## config.mk

```make
export PLATFORM = sky130hd
export DESIGN_NAME = ps2_mouse_packet_cursor
export DESIGN_NICKNAME = d
export VERILOG_FILES = /design/src/design/pmc_pkg.sv /design/src/design/pmc_front.sv /design/src/design/pmc_queue.sv /design/src/design/pmc_back.sv /design/src/design/ps2_mouse_packet_cursor.sv
export SDC_FILE = /design/constraint.sdc
export NUM_CORES = 1
export LEC_CHECK = 0
export ABC_CLOCK_PERIOD_IN_PS = 9230
export BUFFER_PORTS_ARGS = -buffer_cell sky130_fd_sc_hd__buf_2
export CAP_MARGIN = 25
export CORE_MARGIN = 2
export CORE_UTILIZATION = 30
export DETAILED_ROUTE_END_ITERATION = 6
export PLACE_DENSITY = 0.57
export SLEW_MARGIN = 40
export SYNTH_ARGS = -nofsm -noshare
export SYNTH_HDL_FRONTEND = slang
export SYNTH_SLANG_ARGS = --single-unit
```

## constraint.sdc

```tcl
create_clock -name clock -period 9.23 [get_ports clock]
set_input_delay 0.923 -clock clock [delete_from_list [all_inputs] [get_ports clock]]
set_output_delay 0.923 -clock clock [all_outputs]
set_load 0.02 [all_outputs]
```

## src/design/pmc_pkg.sv

```systemverilog
`default_nettype none

package pmc_pkg;

   // Coordinate width of the cursor position.
   localparam int COORD_BITS_DEFAULT = 12;

   // Configuration register layout.
   localparam int CSR_DATA_W  = 13;
   localparam int CSR_INDEX_W = 1;
   localparam logic [CSR_INDEX_W-1:0] CSR_SCREEN_WIDTH  = 1'd0;
   localparam logic [CSR_INDEX_W-1:0] CSR_SCREEN_HEIGHT = 1'd1;
   localparam logic [CSR_DATA_W-1:0]  SCREEN_WIDTH_RESET  = 13'd800;
   localparam logic [CSR_DATA_W-1:0]  SCREEN_HEIGHT_RESET = 13'd600;

   // Bits of the first packet byte.
   localparam logic [7:0] SYNC_BIT = 8'h08;
   localparam logic [7:0] OVF_BITS = 8'hC0;
   localparam logic [7:0] BTN_MASK = 8'h07;
   localparam logic [2:0] LEFT_BIT = 3'h1;

   // Event codes.
   localparam logic [1:0] EV_MOVE    = 2'd0;
   localparam logic [1:0] EV_PRESS   = 2'd1;
   localparam logic [1:0] EV_RELEASE = 2'd2;

   // Assembled packet passed from the front end to the back end.
   typedef struct packed {
      logic [7:0] flags;
      logic [7:0] x_byte;
      logic [7:0] y_byte;
   } pkt_type;

endpackage

`default_nettype wire

```

## src/design/pmc_front.sv

```systemverilog
`default_nettype none

module pmc_front (
   input  wire logic           clock,
   input  wire logic           reset,
   input  wire logic           req_valid,
   output logic                req_ready,
   input  wire logic           req_from_aux,
   input  wire logic [7:0]     req_data_byte,
   output logic                push,
   output pmc_pkg::pkt_type    push_pkt,
   input  wire logic           queue_full
);
   import pmc_pkg::*;

   typedef enum logic [1:0] {
      PH_FLAGS = 2'd0,
      PH_X     = 2'd1,
      PH_Y     = 2'd2
   } phase_type;

   phase_type  phase_ff, phase_in;
   logic [7:0] flags_ff, flags_in;
   logic [7:0] x_ff, x_in;
   logic       accept;

   // A request is taken whenever the queue has room for a finished packet.
   assign req_ready = !queue_full;
   assign accept    = req_valid && req_ready && req_from_aux;

   // Packet assembly: sync check on the first byte, overflow drop on the last.
   always_comb begin
      phase_in = phase_ff;
      flags_in = flags_ff;
      x_in     = x_ff;
      push     = 1'b0;
      if (accept) begin
         unique case (phase_ff)
            PH_X: begin
               x_in     = req_data_byte;
               phase_in = PH_Y;
            end
            PH_Y: begin
               phase_in = PH_FLAGS;
               push     = (flags_ff & OVF_BITS) == 8'h00;
            end
            default: begin
               if ((req_data_byte & SYNC_BIT) == 8'h00) begin
                  phase_in = PH_FLAGS;
               end else begin
                  flags_in = req_data_byte;
                  phase_in = PH_X;
               end
            end
         endcase
      end
   end

   assign push_pkt = '{flags: flags_ff, x_byte: x_ff, y_byte: req_data_byte};

   // Phase and captured bytes.
   always_ff @(posedge clock) begin
      if (reset) begin
         phase_ff <= PH_FLAGS;
      end else begin
         phase_ff <= phase_in;
      end
      flags_ff <= flags_in;
      x_ff     <= x_in;
   end

endmodule

`default_nettype wire

```

## src/design/pmc_queue.sv

```systemverilog
`default_nettype none

module pmc_queue (
   input  wire logic          clock,
   input  wire logic          reset,
   input  wire logic          push,
   input  pmc_pkg::pkt_type   push_pkt,
   output logic               full,
   output logic               pop_valid,
   output pmc_pkg::pkt_type   pop_pkt,
   input  wire logic          pop
);
   import pmc_pkg::*;

   pkt_type    slot_ff [2];
   logic       wr_ptr_ff, wr_ptr_in;
   logic       rd_ptr_ff, rd_ptr_in;
   logic [1:0] count_ff, count_in;
   logic       do_pop;

   assign full      = count_ff == 2'd2;
   assign pop_valid = count_ff != 2'd0;
   assign pop_pkt   = slot_ff[rd_ptr_ff];
   assign do_pop    = pop && pop_valid;

   // Pointer and occupancy update.
   always_comb begin
      wr_ptr_in = push ? !wr_ptr_ff : wr_ptr_ff;
      rd_ptr_in = do_pop ? !rd_ptr_ff : rd_ptr_ff;
      count_in  = count_ff;
      if (push && !do_pop) begin
         count_in = count_ff + 2'd1;
      end else if (!push && do_pop) begin
         count_in = count_ff - 2'd1;
      end
   end

   always_ff @(posedge clock) begin
      if (reset) begin
         wr_ptr_ff <= 1'b0;
         rd_ptr_ff <= 1'b0;
         count_ff  <= 2'd0;
      end else begin
         wr_ptr_ff <= wr_ptr_in;
         rd_ptr_ff <= rd_ptr_in;
         count_ff  <= count_in;
      end
      if (push) begin
         slot_ff[wr_ptr_ff] <= push_pkt;
      end
   end

endmodule

`default_nettype wire

```

## src/design/pmc_back.sv

```systemverilog
`default_nettype none

module pmc_back #(
   parameter int COORD_BITS = pmc_pkg::COORD_BITS_DEFAULT
) (
   input  wire logic                          clock,
   input  wire logic                          reset,
   input  wire logic [pmc_pkg::CSR_DATA_W-1:0] screen_width,
   input  wire logic [pmc_pkg::CSR_DATA_W-1:0] screen_height,
   input  wire logic                          pkt_valid,
   input  pmc_pkg::pkt_type                   pkt,
   output logic                               pop,
   output logic                               rsp_valid,
   input  wire logic                          rsp_ready,
   output logic [1:0]                         rsp_event_kind,
   output logic [COORD_BITS-1:0]              rsp_cursor_x,
   output logic [COORD_BITS-1:0]              rsp_cursor_y,
   output logic signed [7:0]                  rsp_delta_x,
   output logic signed [7:0]                  rsp_delta_y,
   output logic [2:0]                         rsp_buttons
);
   import pmc_pkg::*;

   localparam int SW = (COORD_BITS + 1 > CSR_DATA_W) ? COORD_BITS + 1 : CSR_DATA_W;
   localparam logic [SW-1:0] SIZE_MAX = SW'(1 << COORD_BITS);

   logic [COORD_BITS-1:0]   pos_x_ff, pos_x_in;
   logic [COORD_BITS-1:0]   pos_y_ff, pos_y_in;
   logic [2:0]              prev_btn_ff, prev_btn_in;
   logic                    valid_ff, valid_in;
   logic [1:0]              kind_ff, kind_in;
   logic [7:0]              dx_ff, dy_ff;
   logic [2:0]              btn_ff, btn_in;
   logic signed [COORD_BITS+1:0] x_sum, y_sum;
   logic [COORD_BITS:0]     size_x, size_y;

   // Screen size limited to 1 .. 2^COORD_BITS.
   function automatic logic [COORD_BITS:0] eff_size(input logic [CSR_DATA_W-1:0] sz);
      logic [SW-1:0] s;
      s = SW'(sz);
      if (s == '0) begin
         s = SW'(1);
      end
      if (s > SIZE_MAX) begin
         s = SIZE_MAX;
      end
      return s[COORD_BITS:0];
   endfunction

   // Clamp a signed sum into 0 .. size minus one.
   function automatic logic [COORD_BITS-1:0] clamp(input logic signed [COORD_BITS+1:0] v,
                                                   input logic [COORD_BITS:0] size);
      logic [COORD_BITS:0] top;
      top = size - (COORD_BITS+1)'(1);
      if (v[COORD_BITS+1]) begin
         return '0;
      end else if (v >= $signed({1'b0, size})) begin
         return top[COORD_BITS-1:0];
      end
      return v[COORD_BITS-1:0];
   endfunction

   assign size_x = eff_size(screen_width);
   assign size_y = eff_size(screen_height);
   assign x_sum  = $signed({2'b00, pos_x_ff}) + $signed({{(COORD_BITS-6){pkt.x_byte[7]}},
                                                          pkt.x_byte});
   assign y_sum  = $signed({2'b00, pos_y_ff}) - $signed({{(COORD_BITS-6){pkt.y_byte[7]}},
                                                          pkt.y_byte});

   // A packet is taken when the result register is free or being drained.
   assign pop = pkt_valid && (!valid_ff || rsp_ready);

   // Cursor move, button edge detection and result decision.
   always_comb begin
      pos_x_in    = pos_x_ff;
      pos_y_in    = pos_y_ff;
      prev_btn_in = prev_btn_ff;
      btn_in      = pkt.flags[2:0] & BTN_MASK[2:0];
      kind_in     = EV_MOVE;
      valid_in    = valid_ff && !rsp_ready;
      if (((btn_in ^ prev_btn_ff) & LEFT_BIT) != 3'd0) begin
         kind_in = ((btn_in & LEFT_BIT) != 3'd0) ? EV_PRESS : EV_RELEASE;
      end
      if (pop) begin
         pos_x_in    = clamp(x_sum, size_x);
         pos_y_in    = clamp(y_sum, size_y);
         prev_btn_in = btn_in;
         valid_in    = (kind_in != EV_MOVE) || (pkt.x_byte != 8'h00)
                       || (pkt.y_byte != 8'h00);
      end
   end

   always_ff @(posedge clock) begin
      if (reset) begin
         pos_x_ff    <= '0;
         pos_y_ff    <= '0;
         prev_btn_ff <= 3'd0;
         valid_ff    <= 1'b0;
      end else begin
         pos_x_ff    <= pos_x_in;
         pos_y_ff    <= pos_y_in;
         prev_btn_ff <= prev_btn_in;
         valid_ff    <= valid_in;
      end
      if (pop) begin
         kind_ff <= kind_in;
         dx_ff   <= pkt.x_byte;
         dy_ff   <= pkt.y_byte;
         btn_ff  <= btn_in;
      end
   end

   // The result shows the cursor as it stands after its packet.
   assign rsp_valid      = valid_ff;
   assign rsp_event_kind = kind_ff;
   assign rsp_cursor_x   = pos_x_ff;
   assign rsp_cursor_y   = pos_y_ff;
   assign rsp_delta_x    = $signed(dx_ff);
   assign rsp_delta_y    = $signed(dy_ff);
   assign rsp_buttons    = btn_ff;

endmodule

`default_nettype wire

```

## src/design/ps2_mouse_packet_cursor.sv

```systemverilog
// A packet's result goes through the packet queue, then the result register, after
// its third byte is accepted. Throughput: one byte per cycle while the queue has room;
// the two-entry queue and the result register keep intake going while a result waits.
// Reset (synchronous, active high): assembly restarts at the first byte, cursor and
// button history clear to zero, screen size returns to 800 by 600.
`default_nettype none

module ps2_mouse_packet_cursor #(
   parameter int COORD_BITS = pmc_pkg::COORD_BITS_DEFAULT
) (
   input  wire logic                           clock,
   input  wire logic                           reset,
   input  wire logic                           csr_we,
   input  wire logic [pmc_pkg::CSR_INDEX_W-1:0] csr_index,
   input  wire logic [pmc_pkg::CSR_DATA_W-1:0]  csr_wdata,
   input  wire logic                           req_valid,
   output logic                                req_ready,
   input  wire logic                           req_from_aux,
   input  wire logic [7:0]                     req_data_byte,
   output logic                                rsp_valid,
   input  wire logic                           rsp_ready,
   output logic [1:0]                          rsp_event_kind,
   output logic [COORD_BITS-1:0]               rsp_cursor_x,
   output logic [COORD_BITS-1:0]               rsp_cursor_y,
   output logic signed [7:0]                   rsp_delta_x,
   output logic signed [7:0]                   rsp_delta_y,
   output logic [2:0]                          rsp_buttons
);
   import pmc_pkg::*;

   logic [CSR_DATA_W-1:0] width_ff, height_ff;
   logic    push, queue_full, pkt_valid, pop;
   pkt_type push_pkt, pop_pkt;

   // Screen size registers.
   always_ff @(posedge clock) begin
      if (reset) begin
         width_ff  <= SCREEN_WIDTH_RESET;
         height_ff <= SCREEN_HEIGHT_RESET;
      end else if (csr_we) begin
         unique case (csr_index)
            CSR_SCREEN_WIDTH:  width_ff  <= csr_wdata;
            CSR_SCREEN_HEIGHT: height_ff <= csr_wdata;
            default: ;
         endcase
      end
   end

   pmc_front u_front (
      .clock         (clock),
      .reset         (reset),
      .req_valid     (req_valid),
      .req_ready     (req_ready),
      .req_from_aux  (req_from_aux),
      .req_data_byte (req_data_byte),
      .push          (push),
      .push_pkt      (push_pkt),
      .queue_full    (queue_full)
   );

   pmc_queue u_queue (
      .clock     (clock),
      .reset     (reset),
      .push      (push),
      .push_pkt  (push_pkt),
      .full      (queue_full),
      .pop_valid (pkt_valid),
      .pop_pkt   (pop_pkt),
      .pop       (pop)
   );

   pmc_back #(
      .COORD_BITS (COORD_BITS)
   ) u_back (
      .clock          (clock),
      .reset          (reset),
      .screen_width   (width_ff),
      .screen_height  (height_ff),
      .pkt_valid      (pkt_valid),
      .pkt            (pop_pkt),
      .pop            (pop),
      .rsp_valid      (rsp_valid),
      .rsp_ready      (rsp_ready),
      .rsp_event_kind (rsp_event_kind),
      .rsp_cursor_x   (rsp_cursor_x),
      .rsp_cursor_y   (rsp_cursor_y),
      .rsp_delta_x    (rsp_delta_x),
      .rsp_delta_y    (rsp_delta_y),
      .rsp_buttons    (rsp_buttons)
   );

endmodule

`default_nettype wire

```

# --- Word-level counts from Yosys, hierarchy flattened ---
# Memory sizes are Yosys's and may differ from the RTL's. A register that Yosys moved wholly into a read port is not among the register bits.
# Cells that the tools add are included.
op_classes:
  n_reduce_logical: 31
  n_addsub: 6
  n_mux: 29
  n_eq_ne: 3
  bitwise_logic: 4
  order_cmp: 4
op_table:
  columns: ["cell", "count"]
  rows:
  - ["$mux 12", 6]
  - ["$mux 13", 4]
  - ["$ge 14x14->1", 2]
  - ["$gt 13x13->1 const B", 2]
  - ["$logic_not 13->1", 2]
  - ["$sub 12x1->12 const B", 2]
  - ["$logic_not 8->1", 2]
  - ["$reduce_bool 8->1", 2]
  - ["$add 13x8->14", 1]
  - ["$mux 1", 14]
  - ["$sub 13x8->14", 1]
  - ["$mux 2", 4]
  - ["$logic_and 1x1->1", 7]
  - ["$logic_not 1->1", 7]
  - ["$reduce_and 2->1", 3]
  - ["$reduce_bool 2->1", 3]
  - ["$eq 2x2->1 const B", 2]
  - ["$pmux 2 s2", 1]
  - ["$logic_or 1x1->1", 3]
  - ["$not 1->1", 3]
  - ["$reduce_and 3->1", 1]
  - ["$add 2x1->2 const B", 1]
  - ["$eq 2x1->1 const B", 1]
  - ["$reduce_or 2->1", 1]
  - ["other kinds (2)", 2]
totals:
  out_inout_bits: 47
  wordCells: 94
  inputBits: 28
  ramBits: 48
  n_memories: 1
  reg_bits: 95
memory_table:
  columns: ["memory", "words", "width", "rd", "rd_clocked_by_memory_dff", "wr", "line", "rtl"]
  rows:
  - ["u_queue.slot_ff", 2, 24, 1, 1, 1, "pmc_queue.sv:15", "pkt_type slot_ff [2];"]

# --- Depth between registers and ports, before layout ---
# Gate-level depths: netlist of run 1.
logic_depth:
  ltp_word: 9
  ltp_mapped: 21

# --- Modules after synthesis ---
# Synthesis of run 1 repeated with hierarchy kept, for this count alone.
unflattened:
  hier_cells: 731
  area_unflattened_um2: 7941.4
modules_own_cells:
  columns: ["module", "cells_each", "instances", "seq_area_each_um2", "area_per_inst_um2"]
  rows:
  - ["pmc_back", 487, 1, 1151.1, 4211.5]
  - ["pmc_queue", 97, 1, 1541.5, 1940.6]
  - ["ps2_mouse_packet_cursor", 104, 1, 520.5, 1083.5]
  - ["pmc_front", 43, 1, 520.5, 705.7]

# --- Worst setup path before layout of run 1 ---
# No wires, ideal clock.
synth_path:
  path_kind: "register to register"
  startpoint: "register (tool-made name)"
  endpoint: "register u_back.pos_y_ff[10], in the netlist u_back.rsp_cursor_y[10]"
  t_required_ps: 9101
  arrival_time_ps: 4651
  path_stages_with_launch: 22
  path_buffers: 3
  setup_slack_ps: 4451
  cell_sequence: "dfxtp_1 clkbuf_1 buf_1 mux2_2 ha_1 inv_1 fa_1 a211o_1 a211oi_1 o21bai_1 a21oi_1 nor2_1 o21a_1 o22ai_1 xnor2_1 ha_1 nand3_1 o31ai_1 a21o_1 buf_2 mux2i_1 o21ai_0"
synth_rtl:
  columns: ["item", "line", "rtl"]
  rows:
  - ["end signal, assigned", "pmc_back.sv:101", "pos_y_ff <= pos_y_in;"]
  - ["end, declared", "pmc_back.sv:28", "logic [COORD_BITS-1:0] pos_y_ff, pos_y_in;"]

==> impl_metrics.json, run 1 <==
{
  "status": "completed",
  "final_area_mm2": 0.00836,
  "ios": 75,
  "fin_crit_ns": 5.08,
  "num-nets-final": 870,
  "clk_pin_slew_ns": 0.06,
  "synth_top_family_by_area": "simple AND/OR/NAND/NOR gates",
  "area_delta_synth_final_pct": 18.3,
  "max_freq_mhz": 197,
  "cts_tree": "yes",
  "routabilityCongestion": 0.827,
  "wl_um": 17100,
  "final_hold_viol_count": 0,
  "rrSetupSlack_ns": 4.15,
  "firstDrtPassIters": 5,
  "rsz0062_at_grt": "no",
  "grt_max_degree": 38,
  "async_flop_share_pct": 0,
  "crit_slowest_cell": "dfxtp_2",
  "n_fill_cell": 2350,
  "yosysUniqueCellTypes": 60,
  "fin_cells": 1115,
  "tns_ns": 0,
  "grt_use_total_pct": 14.2,
  "dieArea_mm2": 0.0248,
  "pre_cts_ws_ns": 4.20,
  "clock_path_buffers": 2,
  "drcViolationCount": 0,
  "layout_common_cells": "111 x nand2_1, 74 x buf_2, 72 x edfxtp_1",
  "synth_area_per_cell_um2": 9.97,
  "drt_iter0_drc": 300,
  "final_common_cell": "nand2_1",
  "clkSinkCount": 131,
  "ant_nets": 0,
  "antennaDiodeCount": 0,
  "grt_pass1_vias": 5056,
  "vias_per_cell": 4.78,
  "route.vias.total": 5327,
  "io_buffers": 74,
  "postPlaceCellArea_mm2": 0.00777,
  "path_cells": "mux2_2 > ha_1 > inv_1 > fa_1 > a211o_1 > a211oi_1 > o21bai_1 > a21oi_1 > nor2_1 > o21a_1 > o22ai_1 > xnor2_1 > ha_1 > nand3_1 > o31ai_1 > a21o_1 > mux2_2 > o21ai_0",
  "synth_top_flop_cell": "edfxtp_1",
  "cp.arrival_ns": 5.43,
  "synthAdderAreaFrac_pct": 10.8,
  "synth_nets": 796,
  "cts_root_buf": "clkbuf_16",
  "cts_setup_buffers": 0,
  "cp.required_ns": 9.58,
  "finalSetupViolCount": 0,
  "r2r-end": "u_back.rsp_cursor_y[0]",
  "worst-setup-path-type": "flop to flop",
  "multiInputGateArea_mm2": 0.00353,
  "dieWidth_um": 157,
  "power.density_mw_per_mm2": 304,
  "clk_latency_ns": 0.43,
  "startpoint_type": "flop",
  "ff2ff_path_depth": 18,
  "fp-row-count": 56,
  "whs_endpoint": "u_queue.slot_ff[1][15]",
  "skew_ns": 0.0113,
  "placed_cells": 1083,
  "min_from": "u_front.x_ff[7]",
  "fin_util_pct": 35.8,
  "slew_headroom_pct": 50.9,
  "end_kind": "flop",
  "synth_edf_count": 72,
  "core_region_area_mm2": 0.0233,
  "postCtsResizedCells": 0,
  "synthSimpleGateAreaFrac_pct": 16.0,
  "ys_seq_area_share_pct": 47.3,
  "critPathMaxFanout": 19,
  "cts_made_buffers": 17,
  "ir_drop_mv": 0.142,
  "cts_hold_buf": 0,
  "initial_core_util_pct": 30.3,
  "die_h_um": 157,
  "design_power_total_mw": 2.54,
  "yosys_warnings": 0,
  "slew_violations": 0,
  "wl_per_cell_um": 15.3,
  "slowest_delay_ns": 0.69,
  "cts_max_level": 4,
  "p_leak_nw": 3.40,
  "holdWs_ns": 0.451,
  "grt_pass1_wl_um": 27000,
  "ys_seq_elements": 131,
  "netlist_area_mm2": 0.00707,
  "drive_gt1_share_pct": 17.0,
  "hold_path.class": "flop to flop",
  "syn_inst": 709,
  "final_min_period_over_clock_period_pct": 55.1,
  "seqCellArea_mm2": 0.00334,
  "whs_path_depth": 0,
  "antenna_found_initial": 0,
  "final.setup.worst_slack_ns": 4.15,
  "synth_compound_area_share_pct": 14.4,
  "worstMarginPinSlew_ns": 0.734,
  "drv_cap": 0,
  "muxShareOfSynthArea_pct": 5.31,
  "synthXorXnorAreaFrac_pct": 3.35,
  "dp_hpwl_um": 12800,
  "grt-ovfl-total": 0
}
-- synthesized netlist by cell type, types with 8 or more instances --
library cell  instances  share of area, %
inv_1                31               1.6
xor2_1                8              0.99
edfxtp_1             72                31
nand2_1             111               5.9
mux2i_1              24               3.4
mux2_2               12               1.9
ha_1                 57                10
dfxtp_1              59                17
xnor2_1              19               2.4
a211oi_1              8              0.85
a21oi_1              49               3.5
nor2_1               54               2.9
a21o_1               11               1.2
nor3_1               10              0.71
nand3_1               9              0.64
o21ai_0              30               2.1
clkbuf_1             17              0.90
-- state kept, by name (all words and copies together), names as in the netlist, 2 cells and up, named ones only --
name and cells:
u_back.rsp_buttons 3, u_front.flags_ff 5, u_queue.count_ff 2, u_back.rsp_cursor_y 12
u_back.rsp_delta_x 8, width_ff 13, u_front.phase_ff 2, u_back.rsp_cursor_x 12
u_back.rsp_event_kind 2, height_ff 13, u_front.x_ff 8, u_queue.slot_ff 38
u_back.rsp_delta_y 8
-- worst max-delay path by stage --
stage	start	to	slack (ns)	cells after the start
4_1_cts	flop	u_back.rsp_cursor_y[0]	4.17	18
3_3_place_gp	flop	u_back.rsp_cursor_y[0]	3.91	18
6_report	flop	u_back.rsp_cursor_y[0]	4.15	18
2_1_floorplan	flop	u_back.rsp_cursor_y[10]	4.45	21
3_5_place_dp	flop	u_back.rsp_cursor_y[0]	4.20	18
5_1_grt	flop	u_back.rsp_cursor_y[0]	3.81	18
-- final cells by class --
type	count	area share (%)
tap	319	4.77
multi-input combinational	526	42.2
sequential	131	40.0
inverter	31	1.39
clock buffer	18	5.13
clock inverter	14	1.87
timing repair buffer	76	4.61
-- where the power goes --
group          total (mW)  switching, mW  internal, mW
Clock               0.671          0.270         0.401
Combinational        1.07          0.640         0.426
Sequential          0.804         0.0821         0.722
-- routing by layer --
layer,GRT usage [%],share of wire (%),up-vias
li1,-,-,2721
met1,19.2,49,2485
met2,22.4,46,103
met3,3.55,3.7,18
met4,4.37,1.2,0
met5,0,0,-
-- worst max-delay path, delay by kind of cell (launching register included) --
kind                       cells  cell delay, ns
buffers and inverters          1            0.05
AOI/OAI and AO/OA              9            2.39
and+or+nand+nor                2            0.19
DFF                            1            0.69
adders and majority gates      3            0.90
xor gates and xnor gates       1            0.09
muxes                          2            0.68
-- kinds of logic after synthesis --
kind of cell,after synthesis
simple gates,245
compound gates,158
flops,131
fa+ha+maj,60
buf+inv,52
mux,36
xor+xnor,27
No activity file was read; power rests on OpenSTA's default activity.
==> run 2: changes to the inputs <==
Settings changed: ABC_CLOCK_PERIOD_IN_PS 9230 to 5050.
Clock period 9.23 ns to 5.05 ns, I/O delays scaled along.
==> run 2 against run 1 <==
The run now ends with DRC left. Utilization increased by 0.11 points. Sequential cell count unchanged. Non-clock buffer count increased by 8. Via count increased by 0.90%. Largest cell class unchanged. Highest routed layer unchanged.
==> impl_metrics.json, run 2 (same netlist as run 1, synthesis figures left out) <==
{
  "skew_ns": 0.00731,
  "fin_crit_ns": 4.57,
  "core_region_area_mm2": 0.0233,
  "cp.arrival_ns": 4.85,
  "drcViolationCount": 1,
  "grt_pass1_vias": 5326,
  "cts_tree": "yes",
  "n_fill_cell": 2354,
  "status": "finished with violations",
  "drive_gt1_share_pct": 17.3,
  "dieArea_mm2": 0.0248,
  "grt_pass1_wl_um": 27800,
  "ir_drop_mv": 0.267,
  "rsz0062_at_grt": "no",
  "pre_cts_ws_ns": 0.558,
  "path_cells": "mux2_2 > ha_1 > inv_1 > fa_1 > a211o_1 > a211oi_1 > o21bai_1 > a21oi_1 > nor2_1 > o21a_1 > o22ai_1 > xnor2_1 > ha_1 > nand3_1 > o31ai_1 > a21o_1 > buf_4 > mux2i_1 > o21ai_0",
  "num-nets-final": 878,
  "final.setup.worst_slack_ns": 0.480,
  "ant_nets": 0,
  "fp-row-count": 56,
  "largest_reg_flops": 38,
  "worstMarginPinSlew_ns": 0.805,
  "clk_latency_ns": 0.42,
  "dieWidth_um": 157,
  "critPathMaxFanout": 9,
  "vias_per_cell": 4.79,
  "wl_um": 17200,
  "cts_hold_buf": 0,
  "firstDrtPassIters": 7,
  "worst-setup-path-type": "flop to flop",
  "cts_max_level": 4,
  "reg_top3": "u_queue.slot_ff: 38 flops, height_ff: 13 flops, width_ff: 13 flops",
  "finalSetupViolCount": 0,
  "tns_ns": 0,
  "grt-ovfl-total": 0,
  "hold_path.class": "input pin to flop",
  "cp.required_ns": 5.33,
  "postPlaceCellArea_mm2": 0.00783,
  "antennaDiodeCount": 0,
  "p_leak_nw": 3.42,
  "dp_hpwl_um": 13000,
  "end_kind": "flop",
  "startpoint_type": "flop",
  "top_register": "u_queue.slot_ff",
  "final_common_cell": "nand2_1",
  "clk_pin_slew_ns": 0.06,
  "cts_setup_buffers": 0,
  "drt_iter0_drc": 301,
  "slew_violations": 0,
  "ios": 75,
  "clock_path_buffers": 2,
  "power.density_mw_per_mm2": 552,
  "routabilityCongestion": 0.840,
  "final_min_period_over_clock_period_pct": 90.5,
  "cts_made_buffers": 17,
  "antenna_found_initial": 0,
  "cts_root_buf": "clkbuf_16",
  "area_delta_synth_final_pct": 18.7,
  "layout_common_cells": "111 x nand2_1, 74 x buf_2, 72 x edfxtp_1",
  "slew_headroom_pct": 45.6,
  "cp_common_cell": "ha_1",
  "drv_cap": 0,
  "die_h_um": 157,
  "final_area_mm2": 0.00839,
  "max_freq_mhz": 219,
  "grt_use_total_pct": 14.5,
  "io_buffers": 74,
  "clkSinkCount": 131,
  "grt_max_degree": 38,
  "route.vias.total": 5375,
  "initial_core_util_pct": 30.3,
  "final_hold_viol_count": 0,
  "crit_slowest_cell": "fa_1",
  "fin_util_pct": 36.0,
  "design_power_total_mw": 4.63,
  "slowest_delay_ns": 0.42,
  "wl_per_cell_um": 15.3,
  "postCtsResizedCells": 0,
  "violations": "DRC"
}
==> run 2: cell count changes in the layout (fill, tap and decap cells not counted), sizes merged <==
cell      before  now
bufinv         2    1
buf           76   84
clkinvlp       2    4
clkinv         7    3
inv           34   36
clkbuf        18   19
==> run 2: layout make-up <==
cell class,instances,area (um^2),share of cell area [%]
clock buffers,19,433,5.16
clock inverters,13,128,1.52
inverters,31,116,1.39
multi-input cells,526,3520,42.0
flip-flops and latches,131,3340,39.9
well taps,319,399,4.76
repair buffers,84,445,5.31
==> run 2: critical path: cells and delay by family (launching register included) <==
| family | cells | cell delay, ns |
|---|---|---|
| muxes | 2 | 0.43 |
| adders and majority gates | 3 | 0.89 |
| and+or+nand+nor | 2 | 0.18 |
| buffers and inverters | 2 | 0.27 |
| AOI/OAI and AO/OA | 9 | 2.24 |
| DFF | 1 | 0.33 |
| xor gates and xnor gates | 1 | 0.10 |
==> run 2: final timing paths <==
check	from	to	slack, ns	depth (start not counted)
worst max-delay path	flop	u_back.rsp_cursor_y[10]	0.48	19
worst min-delay path	req_data_byte[4]	u_front.x_ff[4]	0.31	1
worst max register to register	flop	u_back.rsp_cursor_y[10]	0.48	19
worst min register to register	u_front.x_ff[0]	u_queue.slot_ff[0][8]	0.45	0
==> run 2: routing by layer <==
layer,up-vias,global-route usage (%),share of wire (%),wire length (um)
met1,2512,19.6,48,8340
met5,-,0,0,0
met2,117,23.7,46,8010
met4,0,4.37,1.3,230
li1,2730,-,-,-
met3,16,2.70,3.7,640
==> run 2: through the flow <==
stage	hold WS, ns	std cells
2_1_floorplan	0.421	709
3_3_place_gp	0.425	1091
3_5_place_dp	0.438	1091
4_1_cts	0.285	1123
5_1_grt	0.297	1123
6_report	0.305	1123
==> run 2: power by group <==
group | internal [mW] | leakage, nW | switching (mW)
logic | 0.811 | 2.02 | 1.22
registers | 1.32 | 1.14 | 0.117
clock network | 0.685 | 0.261 | 0.485
total | 2.81 | 3.42 | 1.82
==> run 3: changes to the inputs <==
Settings changed: ABC_CLOCK_PERIOD_IN_PS 5050 to 4100, PLACE_DENSITY 0.57 to 0.59.
Clock period 5.05 ns to 4.1 ns, I/O delays scaled along.
==> run 3 against run 2 <==
Maximum frequency increased by 16%. Sequential share of layout area decreased by 2.2 points. The flow now finishes without violations. Clock-buffer cell count increased by 1.
==> impl_metrics.json, run 3 (same netlist as run 1, synthesis figures left out) <==
{
  "status": "completed",
  "r2r-end": "u_back.rsp_cursor_y[1]",
  "drv_cap": 0,
  "p_leak_nw": 3.65,
  "route.vias.total": 5565,
  "final_hold_viol_count": 0,
  "final_area_mm2": 0.00888,
  "finalSetupViolCount": 0,
  "slew_violations": 0,
  "slew_headroom_pct": 50.4,
  "dp_hpwl_um": 13300,
  "crit_end": "u_back.rsp_cursor_y[1]",
  "clkSinkCount": 131,
  "drcViolationCount": 0,
  "top_register": "u_queue.slot_ff",
  "antenna_found_initial": 0,
  "use_met2_pct": 23.8,
  "worstMarginPinSlew_ns": 0.734,
  "num-nets-final": 914,
  "area_delta_synth_final_pct": 25.6,
  "clk_pin_slew_ns": 0.06,
  "end_kind": "flop",
  "cts_root_buf": "clkbuf_16",
  "dieArea_mm2": 0.0248,
  "worst-setup-path-type": "flop to flop",
  "rsz0062_at_grt": "yes",
  "wl_per_cell_um": 15.5,
  "postPlaceCellArea_mm2": 0.00809,
  "cts_tree": "yes",
  "met3_usage_pct": 3.44,
  "grt_max_degree": 25,
  "largest_reg_flops": 38,
  "firstDrtPassIters": 5,
  "die_h_um": 157,
  "hold_path.class": "input pin to flop",
  "cts_max_level": 4,
  "fin_crit_ns": 3.95,
  "tns_ns": 0,
  "startpoint_type": "flop",
  "vias_per_cell": 4.80,
  "dieWidth_um": 157,
  "ff2ff_path_depth": 18,
  "layout_common_cells": "111 x nand2_1, 74 x buf_2, 72 x edfxtp_1",
  "n_fill_cell": 2313,
  "grt.busiest_layer": "met2",
  "rrSetupSlack_ns": 0.15,
  "fp-row-count": 56,
  "grt-ovfl-total": 0,
  "final_common_cell": "nand2_1",
  "routabilityCongestion": 0.811,
  "cp.arrival_ns": 4.28,
  "critPathMaxFanout": 6,
  "cp.required_ns": 4.43,
  "grt_pass1_vias": 5329,
  "ir_drop_mv": 0.239,
  "cts_made_buffers": 17,
  "drt_iter0_drc": 330,
  "clk_latency_ns": 0.41,
  "final_min_period_over_clock_period_pct": 96.4,
  "ant_nets": 0,
  "clock_path_buffers": 2,
  "fin_cells": 1159,
  "initial_core_util_pct": 30.3,
  "wl_um": 17900,
  "reg_top3": "u_queue.slot_ff: 38 flops, height_ff: 13 flops, width_ff: 13 flops",
  "antennaDiodeCount": 0,
  "placed_cells": 1124,
  "max_freq_mhz": 253,
  "met1_usage_pct": 19.7,
  "io_buffers": 74,
  "power.density_mw_per_mm2": 693,
  "skew_ns": 0.0101,
  "grt_pass1_wl_um": 27900,
  "grt_use_total_pct": 14.7,
  "ios": 75,
  "core_region_area_mm2": 0.0233,
  "drive_gt1_share_pct": 24.8
}
## run 3: changes by cell type in the layout (fill, tap and decap cells not counted), moves of 3 or more
cell      before  now
a21oi_1       49   42
a211oi_2       1    4
inv_6          4    1
ha_1          57   54
o21ai_1        7   11
mux2i_2        0    4
a211oi_1       8    5
buf_4         10   41
a21oi_2        0    7
buf_6          0    4
o21ai_0       30   25
mux2i_1       24   18
## run 3: worst min-delay path by stage
stage	to	from	cells after the start	slack (ns)
6_report	u_front.x_ff[4]	req_data_byte[4]	1	0.22
5_1_grt	u_queue.slot_ff[0][4]	req_data_byte[4]	1	0.21
4_1_cts	u_queue.slot_ff[0][4]	req_data_byte[4]	1	0.20
3_5_place_dp	u_queue.slot_ff[1][12]	u_front.x_ff[4]	0	0.43
3_3_place_gp	u_queue.slot_ff[0][10]	u_front.x_ff[2]	0	0.42
2_1_floorplan	u_queue.slot_ff[0][10]	u_front.x_ff[2]	0	0.42
## run 3: layout make-up
class                      count  area [um^2]  share of cell area (%)
tap                          319          399                    4.49
sequential                   131         3340                    37.7
multi-input combinational    527         3730                    42.0
clock inverter                12          134                    1.51
clock buffer                  20          437                    4.92
timing repair buffer         119          723                    8.14
inverter                      31          116                    1.31
## run 3: critical path: stages, from the launching register on
cell and delay (ns):
dfxtp_2 0.33, buf_4 0.17, buf_4 0.18, mux2i_4 0.19, ha_1 0.19, buf_4 0.14, or3_1 0.32, o211ai_1 0.31
a21oi_2 0.13, nor4_1 0.19, a311oi_1 0.09, buf_4 0.15, ha_1 0.32, a21o_1 0.18, a21oi_2 0.19, o31ai_4 0.12
a21o_2 0.26, and2_1 0.17, o31ai_1 0.21
## run 3: power by group
part / internal, mW / leakage [nW] / total [mW] / switching (mW)
clock: 0.895 / 0.264 / 1.47 / 0.576
combinational: 1.26 / 2.24 / 2.92 / 1.66
sequential: 1.62 / 1.14 / 1.76 / 0.140
## run 3: routing by layer
metal	vias up	wire length [um]
met4	0	201
li1	2812	-
met2	120	8490
met3	12	655
met5	-	0
met1	2621	8560
## run 3: metrics by stage
stage | setup WS (ns) | util, % | hold slack [ns] | power [mW]
2_1_floorplan | 0.00887 | - | 0.421 | 3.63
3_3_place_gp | -0.0789 | 34.7 | 0.424 | 4.44
3_5_place_dp | -0.110 | 34.7 | 0.430 | 4.48
4_1_cts | 0.0170 | 37.2 | 0.197 | 6.00
5_1_grt | -0.0365 | 38.1 | 0.210 | 6.58
6_report | 0.147 | 38.1 | 0.217 | 6.15
## run 3: timing repair
item / in CTS / in global routing
pin swaps: 0 / 21
gates cloned: 0 / 1
buffers inserted: 0 / 2
hold buffers: 0 / 0
endpoints found under the setup margin: 22 / 24
resized for setup: 6 / 43
